[config.mk]
export PLATFORM = sky130hd
export DESIGN_NAME = lora_time_on_air_core_flat
export DESIGN_NICKNAME = d
export VERILOG_FILES = /design/src/rtl/lota_pkg.sv /design/src/rtl/lota_in_if.sv /design/src/rtl/lota_out_if.sv /design/src/rtl/lota_div_cell.sv /design/src/rtl/lota_front.sv /design/src/rtl/lota_scale.sv /design/src/rtl/lota_time_on_air_core.sv /design/src/flat_wrapper.sv
export SDC_FILE = /design/constraint.sdc
export NUM_CORES = 2
export LEC_CHECK = 0
export BUFFER_PORTS_ARGS = -buffer_cell sky130_fd_sc_hd__buf_4
export CAP_MARGIN = 10
export CORE_MARGIN = 5
export CORE_UTILIZATION = 63
export DETAILED_ROUTE_END_ITERATION = 8
export PLACE_DENSITY = 0.79
export REMOVE_ABC_BUFFERS = 1
export SYNTH_ARGS = -nofsm -noshare
export SYNTH_HDL_FRONTEND = slang
export SYNTH_SLANG_ARGS = --single-unit
[constraint.sdc]
create_clock -name clk -period 71.5 [get_ports clk]
set_clock_uncertainty 0.15 [all_clocks]
set_input_delay 7.15 -clock clk [delete_from_list [all_inputs] [get_ports clk]]
set_output_delay 7.15 -clock clk [all_outputs]
set_load 0.01 [all_outputs]
[src/rtl/lota_pkg.sv]
`timescale 1ns / 1ps

package lota_pkg;

	// field widths
	localparam int LEN_W     = 8;
	localparam int BW_W      = 9;
	localparam int SF_W      = 4;
	localparam int CR_W      = 4;
	localparam int PRE_W     = 16;
	localparam int CFG_W     = 16;
	localparam int AIR_W     = 29;

	// divider cell geometry: shared working word, remainder as wide as the divisor
	localparam int WORD_W    = AIR_W;
	localparam int REM_W     = BW_W;
	localparam int BLK_NUM_W = 10;
	// up to 172 blocks at sf 5 with low rate opt
	localparam int BLK_W     = 9;
	localparam int BLK_STEPS = BLK_NUM_W;
	localparam int AIR_STEPS = WORD_W;

	// quarter-symbol count width
	localparam int QTR_W     = 19;

	// limits and fixed terms
	localparam logic [SF_W-1:0] SF_MIN  = 4'd5;
	localparam logic [SF_W-1:0] SF_MAX  = 4'd12;
	localparam logic [CR_W-1:0] CR_MIN  = 4'd5;
	localparam logic [CR_W-1:0] CR_MAX  = 4'd8;
	localparam logic [SF_W-1:0] LDO_SUB = 4'd2;
	localparam logic [SF_W-1:0] QTR_SH  = 4'd2;
	localparam logic [BLK_NUM_W-1:0] LEN_BIAS = 10'd11;
	// 17 quarters of sync/header plus 4 * 8 fixed payload symbols
	localparam logic [QTR_W-1:0] QTR_FIXED = 19'd49;

	// reset values
	localparam logic [BW_W-1:0]  BW_RST  = 9'd125;
	localparam logic [SF_W-1:0]  SF_RST  = 4'd12;
	localparam logic [CR_W-1:0]  CR_RST  = 4'd5;
	localparam logic [PRE_W-1:0] PRE_RST = 16'd8;

	typedef enum logic [1:0] {
		REG_BW  = 2'd0,
		REG_SF  = 2'd1,
		REG_CR  = 2'd2,
		REG_PRE = 2'd3
	} reg_idx_t;

	typedef struct packed {
		logic [BW_W-1:0]  bw;
		logic [SF_W-1:0]  sf;
		logic [CR_W-1:0]  cr;
		logic [PRE_W-1:0] pre;
	} cfg_t;

	// per-word context carried down the chain
	typedef struct packed {
		logic             ldo;
		logic [SF_W-1:0]  sf;
		logic [CR_W-1:0]  cr;
		logic [PRE_W-1:0] pre;
		logic [BW_W-1:0]  bw;
	} ctx_t;

	// state held in one divider cell
	typedef struct packed {
		logic [WORD_W-1:0] word;
		logic [REM_W-1:0]  rem;
		logic [REM_W-1:0]  dsr;
		ctx_t              ctx;
	} div_t;

endpackage

[src/rtl/lota_in_if.sv]
`timescale 1ns / 1ps

interface lota_in_if;
	logic                       valid;
	logic                       ready;
	logic [lota_pkg::LEN_W-1:0] payload_bytes;

	modport source (output valid, output payload_bytes, input ready);
	modport sink (input valid, input payload_bytes, output ready);
endinterface

[src/rtl/lota_out_if.sv]
`timescale 1ns / 1ps

interface lota_out_if;
	logic                       valid;
	logic                       ready;
	logic [lota_pkg::AIR_W-1:0] airtime_ms;
	logic                       low_rate_opt;

	modport source (output valid, output airtime_ms, output low_rate_opt, input ready);
	modport sink (input valid, input airtime_ms, input low_rate_opt, output ready);
endinterface

[src/rtl/lota_div_cell.sv]
`timescale 1ns / 1ps

module lota_div_cell (
	input  logic           clk,
	input  logic           arst_n,
	input  logic           en,
	input  logic           prev_v,
	input  lota_pkg::div_t prev,
	output logic           v_q,
	output lota_pkg::div_t data_q
);

	logic [lota_pkg::REM_W:0]   shl;
	logic [lota_pkg::REM_W+1:0] diff;
	logic                       qbit;
	lota_pkg::div_t             nxt;

	// one restoring step: bring in the next dividend bit, try the subtract
	always_comb begin
		shl      = {prev.rem, prev.word[lota_pkg::WORD_W-1]};
		diff     = {1'b0, shl} - {2'b0, prev.dsr};
		qbit     = ~diff[lota_pkg::REM_W+1];
		nxt      = prev;
		nxt.rem  = qbit ? diff[lota_pkg::REM_W-1:0] : shl[lota_pkg::REM_W-1:0];
		nxt.word = {prev.word[lota_pkg::WORD_W-2:0], qbit};
	end

	// valid flag
	always_ff @(posedge clk or negedge arst_n) begin
		if (!arst_n) begin
			v_q <= 1'b0;
		end else if (en) begin
			v_q <= prev_v;
		end
	end

	// payload
	always_ff @(posedge clk) begin
		if (en) begin
			data_q <= nxt;
		end
	end

endmodule

[src/rtl/lota_front.sv]
`timescale 1ns / 1ps

module lota_front (
	input  logic                       clk,
	input  logic                       arst_n,
	input  logic                       en,
	input  logic                       in_v,
	input  logic [lota_pkg::LEN_W-1:0] len,
	input  lota_pkg::cfg_t             cfg,
	output logic                       v_s1,
	output lota_pkg::div_t             data_s1
);

	logic [lota_pkg::BW_W-1:0]      bw;
	logic [lota_pkg::SF_W-1:0]      sf;
	logic [lota_pkg::CR_W-1:0]      cr;
	logic [12:0]                    chips;
	logic [12:0]                    bw16;
	logic                           ldo;
	logic [lota_pkg::SF_W-1:0]      dvs;
	logic [lota_pkg::BLK_NUM_W-1:0] sum;
	logic [lota_pkg::BLK_NUM_W-1:0] num;
	lota_pkg::div_t                 nxt;

	// clamp config, decide low data rate mode, set up the ceiling division
	always_comb begin
		bw = (cfg.bw == '0) ? {{(lota_pkg::BW_W-1){1'b0}}, 1'b1} : cfg.bw;
		if (cfg.sf < lota_pkg::SF_MIN) begin
			sf = lota_pkg::SF_MIN;
		end else if (cfg.sf > lota_pkg::SF_MAX) begin
			sf = lota_pkg::SF_MAX;
		end else begin
			sf = cfg.sf;
		end
		if (cfg.cr < lota_pkg::CR_MIN) begin
			cr = lota_pkg::CR_MIN;
		end else if (cfg.cr > lota_pkg::CR_MAX) begin
			cr = lota_pkg::CR_MAX;
		end else begin
			cr = cfg.cr;
		end
		chips = 13'd1 << sf;
		bw16  = {bw, 4'b0};
		ldo   = chips > bw16;
		dvs   = ldo ? (sf - lota_pkg::LDO_SUB) : sf;
		// common factor 4 dropped: n = 2*len + 11 - sf over d = sf - 2*ldo
		sum   = {1'b0, len, 1'b0} + lota_pkg::LEN_BIAS;
		if (sum > {6'b0, sf}) begin
			num = sum - {6'b0, sf} + {6'b0, dvs} - 10'd1;
		end else begin
			num = '0;
		end
		nxt.word = {num, {(lota_pkg::WORD_W-lota_pkg::BLK_NUM_W){1'b0}}};
		nxt.rem  = '0;
		nxt.dsr  = {5'b0, dvs};
		nxt.ctx  = '{ldo: ldo, sf: sf, cr: cr, pre: cfg.pre, bw: bw};
	end

	always_ff @(posedge clk or negedge arst_n) begin
		if (!arst_n) begin
			v_s1 <= 1'b0;
		end else if (en) begin
			v_s1 <= in_v;
		end
	end

	always_ff @(posedge clk) begin
		if (en) begin
			data_s1 <= nxt;
		end
	end

endmodule

[src/rtl/lota_scale.sv]
`timescale 1ns / 1ps

module lota_scale (
	input  logic           clk,
	input  logic           arst_n,
	input  logic           en,
	input  logic           prev_v,
	input  lota_pkg::div_t prev,
	output logic           v_q,
	output lota_pkg::div_t data_q
);

	logic [lota_pkg::BLK_W-1:0]  blk;
	logic [11:0]                 prod;
	logic [lota_pkg::QTR_W-1:0]  qtr;
	logic [lota_pkg::SF_W-1:0]   sh;
	lota_pkg::div_t              nxt;

	// quarter symbols, then scale by 2^sf / 4 ready for the bandwidth divide
	always_comb begin
		blk  = prev.word[lota_pkg::BLK_W-1:0];
		prod = {3'b0, blk} * {8'b0, prev.ctx.cr};
		qtr  = {1'b0, prev.ctx.pre, 2'b0} + lota_pkg::QTR_FIXED + {5'b0, prod, 2'b0};
		sh   = prev.ctx.sf - lota_pkg::QTR_SH;
		nxt.word = {{(lota_pkg::WORD_W-lota_pkg::QTR_W){1'b0}}, qtr} << sh;
		nxt.rem  = '0;
		nxt.dsr  = prev.ctx.bw;
		nxt.ctx  = prev.ctx;
	end

	always_ff @(posedge clk or negedge arst_n) begin
		if (!arst_n) begin
			v_q <= 1'b0;
		end else if (en) begin
			v_q <= prev_v;
		end
	end

	always_ff @(posedge clk) begin
		if (en) begin
			data_q <= nxt;
		end
	end

endmodule

[src/rtl/lota_time_on_air_core.sv]
`timescale 1ns / 1ps

// channel      | dir | payload                      | notes
// length_ch    | in  | payload_bytes[7:0]           | one packet length per word
// airtime_ch   | out | airtime_ms[28:0], low_rate_opt | one result per length word
// cfg_*        | in  | cfg_index[1:0], cfg_data[15:0] | write on cfg_we, no read-back
//
// one word per cycle while results are taken; one setup stage, 10 cells of
// the symbol-block divider, one scaling stage with the 9x4 multiply, 29 cells of
// the bandwidth divider (one quotient bit per cell).
// reset puts the registers at 125 kHz, sf 12, cr 4/5, 8 preamble symbols.
// while a result word waits, the whole chain holds; the setup stage still takes
// a new word when it is empty.

module lora_time_on_air_core (
	input  logic                       clk,
	input  logic                       arst_n,
	input  logic                       cfg_we,
	input  logic [1:0]                 cfg_index,
	input  logic [lota_pkg::CFG_W-1:0] cfg_data,
	lota_in_if.sink                    length_ch,
	lota_out_if.source                 airtime_ch
);

	lota_pkg::cfg_t cfg_q;
	logic           en;
	logic           front_en;

	logic           c1_v [0:lota_pkg::BLK_STEPS];
	lota_pkg::div_t c1   [0:lota_pkg::BLK_STEPS];
	logic           c2_v [0:lota_pkg::AIR_STEPS];
	lota_pkg::div_t c2   [0:lota_pkg::AIR_STEPS];

	// configuration registers
	always_ff @(posedge clk or negedge arst_n) begin
		if (!arst_n) begin
			cfg_q <= '{bw: lota_pkg::BW_RST, sf: lota_pkg::SF_RST,
			           cr: lota_pkg::CR_RST, pre: lota_pkg::PRE_RST};
		end else if (cfg_we) begin
			unique case (lota_pkg::reg_idx_t'(cfg_index))
				lota_pkg::REG_BW:  cfg_q.bw  <= cfg_data[lota_pkg::BW_W-1:0];
				lota_pkg::REG_SF:  cfg_q.sf  <= cfg_data[lota_pkg::SF_W-1:0];
				lota_pkg::REG_CR:  cfg_q.cr  <= cfg_data[lota_pkg::CR_W-1:0];
				lota_pkg::REG_PRE: cfg_q.pre <= cfg_data[lota_pkg::PRE_W-1:0];
				default:           cfg_q     <= cfg_q;
			endcase
		end
	end

	// chain advances unless the result word is stuck
	assign en       = ~airtime_ch.valid | airtime_ch.ready;
	assign front_en = en | ~c1_v[0];
	assign length_ch.ready = front_en;

	// setup stage
	lota_front u_front (
		.clk     (clk),
		.arst_n  (arst_n),
		.en      (front_en),
		.in_v    (length_ch.valid),
		.len     (length_ch.payload_bytes),
		.cfg     (cfg_q),
		.v_s1    (c1_v[0]),
		.data_s1 (c1[0])
	);

	// symbol-block divider cells
	for (genvar k = 0; k < lota_pkg::BLK_STEPS; k++) begin : g_blk
		lota_div_cell u_cell (
			.clk    (clk),
			.arst_n (arst_n),
			.en     (en),
			.prev_v (c1_v[k]),
			.prev   (c1[k]),
			.v_q    (c1_v[k+1]),
			.data_q (c1[k+1])
		);
	end

	// quarter-symbol count and scaling
	lota_scale u_scale (
		.clk    (clk),
		.arst_n (arst_n),
		.en     (en),
		.prev_v (c1_v[lota_pkg::BLK_STEPS]),
		.prev   (c1[lota_pkg::BLK_STEPS]),
		.v_q    (c2_v[0]),
		.data_q (c2[0])
	);

	// bandwidth divider cells
	for (genvar k = 0; k < lota_pkg::AIR_STEPS; k++) begin : g_air
		lota_div_cell u_cell (
			.clk    (clk),
			.arst_n (arst_n),
			.en     (en),
			.prev_v (c2_v[k]),
			.prev   (c2[k]),
			.v_q    (c2_v[k+1]),
			.data_q (c2[k+1])
		);
	end

	// last cell is the output register
	assign airtime_ch.valid        = c2_v[lota_pkg::AIR_STEPS];
	assign airtime_ch.airtime_ms   = c2[lota_pkg::AIR_STEPS].word;
	assign airtime_ch.low_rate_opt = c2[lota_pkg::AIR_STEPS].ctx.ldo;

endmodule
[src/flat_wrapper.sv]
// flat-port wrapper written by rule: the top's interface ports become plain ports
module lora_time_on_air_core_flat 
  (clk, arst_n, cfg_we, cfg_index, cfg_data, length_ch_valid, length_ch_payload_bytes, length_ch_ready, airtime_ch_valid, airtime_ch_airtime_ms, airtime_ch_low_rate_opt, airtime_ch_ready);
  lota_in_if length_ch_i ();
  lota_out_if airtime_ch_i ();
  input  logic clk;
  input  logic arst_n;
  input  logic cfg_we;
  input  logic [1:0] cfg_index;
  input  logic [lota_pkg::CFG_W-1:0] cfg_data;
  input wire logic [$bits(length_ch_i.valid)-1:0] length_ch_valid;
  input wire logic [$bits(length_ch_i.payload_bytes)-1:0] length_ch_payload_bytes;
  output wire logic [$bits(length_ch_i.ready)-1:0] length_ch_ready;
  output wire logic [$bits(airtime_ch_i.valid)-1:0] airtime_ch_valid;
  output wire logic [$bits(airtime_ch_i.airtime_ms)-1:0] airtime_ch_airtime_ms;
  output wire logic [$bits(airtime_ch_i.low_rate_opt)-1:0] airtime_ch_low_rate_opt;
  input wire logic [$bits(airtime_ch_i.ready)-1:0] airtime_ch_ready;
  assign length_ch_i.valid = length_ch_valid;
  assign length_ch_i.payload_bytes = length_ch_payload_bytes;
  assign length_ch_ready = length_ch_i.ready;
  assign airtime_ch_valid = airtime_ch_i.valid;
  assign airtime_ch_airtime_ms = airtime_ch_i.airtime_ms;
  assign airtime_ch_low_rate_opt = airtime_ch_i.low_rate_opt;
  assign airtime_ch_i.ready = airtime_ch_ready;
  lora_time_on_air_core u_core (.clk(clk), .arst_n(arst_n), .cfg_we(cfg_we), .cfg_index(cfg_index), .cfg_data(cfg_data), .length_ch(length_ch_i), .airtime_ch(airtime_ch_i));
endmodule
==> Flow_metrics.wiki <==
{| class="wikitable"
! Metric !! Value
|-
| Run status || finished clean
|-
| Worst hold path startpoint || u_core.g_air[4].u_cell.data_q[55]
|-
| Register area share after synthesis || 75.4%
|-
| Transition time at the pin with the least slew margin || 1.24 ns
|-
| Number of endpoints failing setup at the final stage || 0
|-
| Largest delay share family, worst path || buffers and inverters
|-
| TritonCTS clock tree || built
|-
| Number of buffers added on ports || 62
|-
| Yosys cell types || 69
|-
| Total global routing overflow || 0
|-
| Instance count along the most critical hold path || 0
|-
| Leading register cell type out of synthesis || sky130_fd_sc_hd__edfxtp_1
|-
| Final Critical Period || 15.45 ns
|-
| Std-Cell Core Area || 0.129 mm2
|-
| Clock Path Buffers || 3
|-
| Initial core utilization || 63.2%
|-
| Post-Place Cell Area || 0.0840 mm2
|-
| Cell type contributing the most total cell area after synthesis || sky130_fd_sc_hd__edfxtp_1
|-
| Worst Setup Path Type || in -> out
|-
| Final Cycle Share || 21.6%
|-
| Detail Placement HPWL || 66000 um
|-
| Post-layout instance area || 0.0904 mm2
|-
| Worst r2r path cells || 22
|-
| Worst reg2reg endpoint || u_core.u_scale.data_q[77]
|-
| # Post-CTS Setup Buffers || 0
|-
| Initial antenna violation count || 0
|-
| Synth-to-layout area growth || 10.8%
|-
| Hold Path Sink || u_core.g_air[5].u_cell.data_q[56]
|-
| Post-layout utilization of the core || 70.1%
|-
| Layout fillers || 7769
|-
| Clk_lat worst skew || 0.81 ns
|-
| Critical path's largest stage delay || 0.39 ns
|-
| Number of buffers added by the clock tree synthesis step || 191
|-
| Clock root buffer master || sky130_fd_sc_hd__clkbuf_16
|-
| DIE WIDTH || 370 um
|-
| Cell breakdown of the critical path || buf_4, nor2b_2, buf_4, nand2_2, buf_4
|-
| Final worst setup slack || 56.05 ns
|-
| Max-capacitance violation count || 0
|-
| Total global-route track usage || 16.9%
|-
| Top-area cell type share of the netlist area || 73.1%
|-
| DRC violations left || 0
|-
| Worst rel slew slack || 17.3%
|-
| Via/cell ratio || 5.40
|-
| Endpoint arrival time on the critical path || 8.15 ns
|-
| Mapped Area || 0.0815 mm2
|-
| Number of design-rule violations left by the first detailed-router iteration || 2518
|-
| Data required time of the worst path || 64.20 ns
|-
| Area taken by multi-input logic gates || 0.0180 mm2
|-
| Detailed Route WL || 114000 um
|-
| Maximum number of pins on one net before global-route repair || 222
|-
| Count of flip-flops with a built-in enable after synthesis || 1984
|-
| Count of warnings emitted by yosys || 0
|-
| First-pass GRT wire length || 190000 um
|-
| Worst-path fanout max || 41
|-
| Number of rows created at floorplan || 132
|-
| Number of global-route vias before repair || 39444
|-
| Top post-synthesis cells by area || sky130_fd_sc_hd__edfxtp_1 73%, sky130_fd_sc_hd__ha_1 5.5%, sky130_fd_sc_hd__mux2_2 2.7%
|-
| Average size of a mapped cell || 16.5 um2
|-
| Hold Fails Final Rpt || 0
|-
| Cts hold-fix bufs || 0
|-
| Ports placed on the boundary || 63
|-
| # clock sinks || 2058
|-
| Length of the first detailed-routing pass in iterations || 5
|-
| Antenna diodes || 0
|-
| Type of the most critical hold path || reg -> reg
|-
| Total via count after detailed routing || 37999
|-
| R2R setup slack || 64.69 ns
|-
| Post-cts gate resize count || 0
|-
| Gp weighted congestion || 0.835
|-
| Clock edge transition at the registers on the reported setup and hold paths || 0.06 ns
|-
| Pre-CTS worst setup slack || 55.99 ns
|-
| Count of buffer and inverter cells on the critical path || 3
|-
| Die outline height || 370 um
|-
| Async set-or-reset flop fraction in the synthesized netlist || 3.60%
|-
| Critical Path Start Type || primary input
|-
| Total die area || 0.137 mm2
|-
| Slowest cell on crit path || sky130_fd_sc_hd__buf_4
|-
| Maximum clock frequency || 0.0647 GHz
|-
| Cell type with the highest occurrence count on the critical path || sky130_fd_sc_hd__buf_4
|-
| Count of nets left with antenna violations after detail routing || 0
|-
| Sum of negative setup slack || 0 ns
|-
| Layout Nets || 5574
|-
| Area taken by flip-flops and latches || 0.0614 mm2
|-
| Flops & latches, synth || 2058
|-
| R2R Path Start || u_core.g_blk[9].u_cell.data_q[27]
|-
| CTS HTree Levels || 4
|-
| Post-DR wirelength/cell || 16.1 um
|-
| Number of slew-limit violations in the final report || 0
|-
| Nature of the critical path endpoint || output pin
|-
| RSZ-0062 raised after global routing || false
|-
| Cell count after synthesis || 4928
|-
| Layout cell share with drive strength beyond 1 || 11.1%
|}
flip-flops by register name, indices dropped and copies added (netlist names):
| signal | count |
|---|---|
| u_core.u_scale.v_q | 1 |
| u_core.u_front.v_s1 | 1 |
| u_core.u_scale.data_q | 39 |
| u_core.g_air.u_cell.v_q | 29 |
| u_core.u_front.data_s1 | 46 |
| u_core.g_blk.u_cell.data_q | 525 |
| u_core.g_air.u_cell.data_q | 1374 |
| u_core.cfg_q | 33 |
| u_core.g_blk.u_cell.v_q | 10 |
layout by cell type (no fill, tap or decap), types with 36 or more instances in the layout:
master and instances:
sky130_fd_sc_hd__ha_1 357, sky130_fd_sc_hd__o21ai_0 183, sky130_fd_sc_hd__nor2_1 233, sky130_fd_sc_hd__inv_1 444, sky130_fd_sc_hd__fa_1 53, sky130_fd_sc_hd__clkbuf_16 191, sky130_fd_sc_hd__mux2_2 198, sky130_fd_sc_hd__a211oi_1 36
sky130_fd_sc_hd__nor3_1 47, sky130_fd_sc_hd__nor2b_1 83, sky130_fd_sc_hd__nand2_1 320, sky130_fd_sc_hd__a21boi_0 55, sky130_fd_sc_hd__nand3_1 48, sky130_fd_sc_hd__a21oi_1 132, sky130_fd_sc_hd__xor2_1 85, sky130_fd_sc_hd__xnor2_1 97
sky130_fd_sc_hd__clkinv_1 52, sky130_fd_sc_hd__edfxtp_1 1984, sky130_fd_sc_hd__a21o_1 46, sky130_fd_sc_hd__mux2i_1 74, sky130_fd_sc_hd__dfrtp_1 63, sky130_fd_sc_hd__nand2b_1 75, sky130_fd_sc_hd__buf_4 84
final cells by class:
class / count / share of cell area [%]
clock buffer: 228 / 5.50
tap: 1742 / 2.41
clock inverter: 126 / 1.53
timing repair buffer: 87 / 0.764
inverter: 446 / 1.86
sequential: 2058 / 68.0
multi-input combinational: 2349 / 19.9
layer usage:
metal  share of wire (%)  GRT usage (%)  up-vias  wire length [um]
met2                  53           30.3      581             59700
li1                    -              -    18544                 -
met1                  42           20.8    18635             47200
met5                   0              0        -                 0
met4                 2.4           5.74        0              2780
met3                 3.4           3.10      239              3880
worst max-delay path by stage:
stage / from / cells after the start / end / slack [ns]
2_1_floorplan: airtime_ch_ready / 2 / u_core.g_air[0].u_cell.data_q[33] / 23.92
4_1_cts: airtime_ch_ready / 5 / length_ch_ready / 55.99
3_3_place_gp: airtime_ch_ready / 5 / length_ch_ready / 55.99
5_1_grt: airtime_ch_ready / 5 / length_ch_ready / 55.93
6_report: airtime_ch_ready / 5 / length_ch_ready / 56.05
3_5_place_dp: airtime_ch_ready / 5 / length_ch_ready / 55.99
metrics by stage:
step	hold slack, ns	instances
finish	0.232	7036
global route	0.231	7036
CTS	0.230	7036
detailed placement	0.255	6682
global placement	0.250	6682
floorplan	0.250	4853
cells in the mapped netlist, types with 3 or more instances:
library cell and instances:
sky130_fd_sc_hd__ha_1 357, sky130_fd_sc_hd__nand3_1 48, sky130_fd_sc_hd__inv_1 445, sky130_fd_sc_hd__o211ai_1 33
sky130_fd_sc_hd__dfstp_2 11, sky130_fd_sc_hd__nor2b_1 84, sky130_fd_sc_hd__xnor2_1 97, sky130_fd_sc_hd__nor4b_1 29
sky130_fd_sc_hd__edfxtp_1 1984, sky130_fd_sc_hd__nand3b_1 21, sky130_fd_sc_hd__nand2_1 321, sky130_fd_sc_hd__nor2_1 233
sky130_fd_sc_hd__and3_1 8, sky130_fd_sc_hd__mux4_2 6, sky130_fd_sc_hd__o21bai_1 6, sky130_fd_sc_hd__a21o_1 46
sky130_fd_sc_hd__mux2_2 198, sky130_fd_sc_hd__mux2i_1 74, sky130_fd_sc_hd__buf_1 5, sky130_fd_sc_hd__buf_4 29
sky130_fd_sc_hd__dfrtp_1 63, sky130_fd_sc_hd__nand4_1 4, sky130_fd_sc_hd__and2_1 33, sky130_fd_sc_hd__clkbuf_1 43
sky130_fd_sc_hd__or3_1 5, sky130_fd_sc_hd__a211oi_1 36, sky130_fd_sc_hd__a22oi_1 7, sky130_fd_sc_hd__o22ai_1 6
sky130_fd_sc_hd__nor4_1 11, sky130_fd_sc_hd__o21ai_0 183, sky130_fd_sc_hd__fa_1 53, sky130_fd_sc_hd__a211o_1 3
sky130_fd_sc_hd__xor2_1 85, sky130_fd_sc_hd__nor3_1 47, sky130_fd_sc_hd__a31o_2 4, sky130_fd_sc_hd__a21boi_0 55
sky130_fd_sc_hd__nand2b_1 75, sky130_fd_sc_hd__a21oi_1 132, sky130_fd_sc_hd__o221ai_1 4, sky130_fd_sc_hd__o21a_1 5
cells by family after synthesis:
kind of cell / after synthesis / share of synthesized area, %
flip-flops: 2058 / 75.4
AND/OR/NAND/NOR: 931 / 5.46
AO/OA/AOI/OAI: 542 / 4.06
buffers and inverters: 525 / 2.55
adder cells (fa/ha/maj): 410 / 6.78
multiplexers: 278 / 3.81
XOR/XNOR: 182 / 1.96
other: 2 / 0.00921
Power is not shown: default switching activity piles up to over one toggle a cycle in this logic, so the estimate is an artifact.
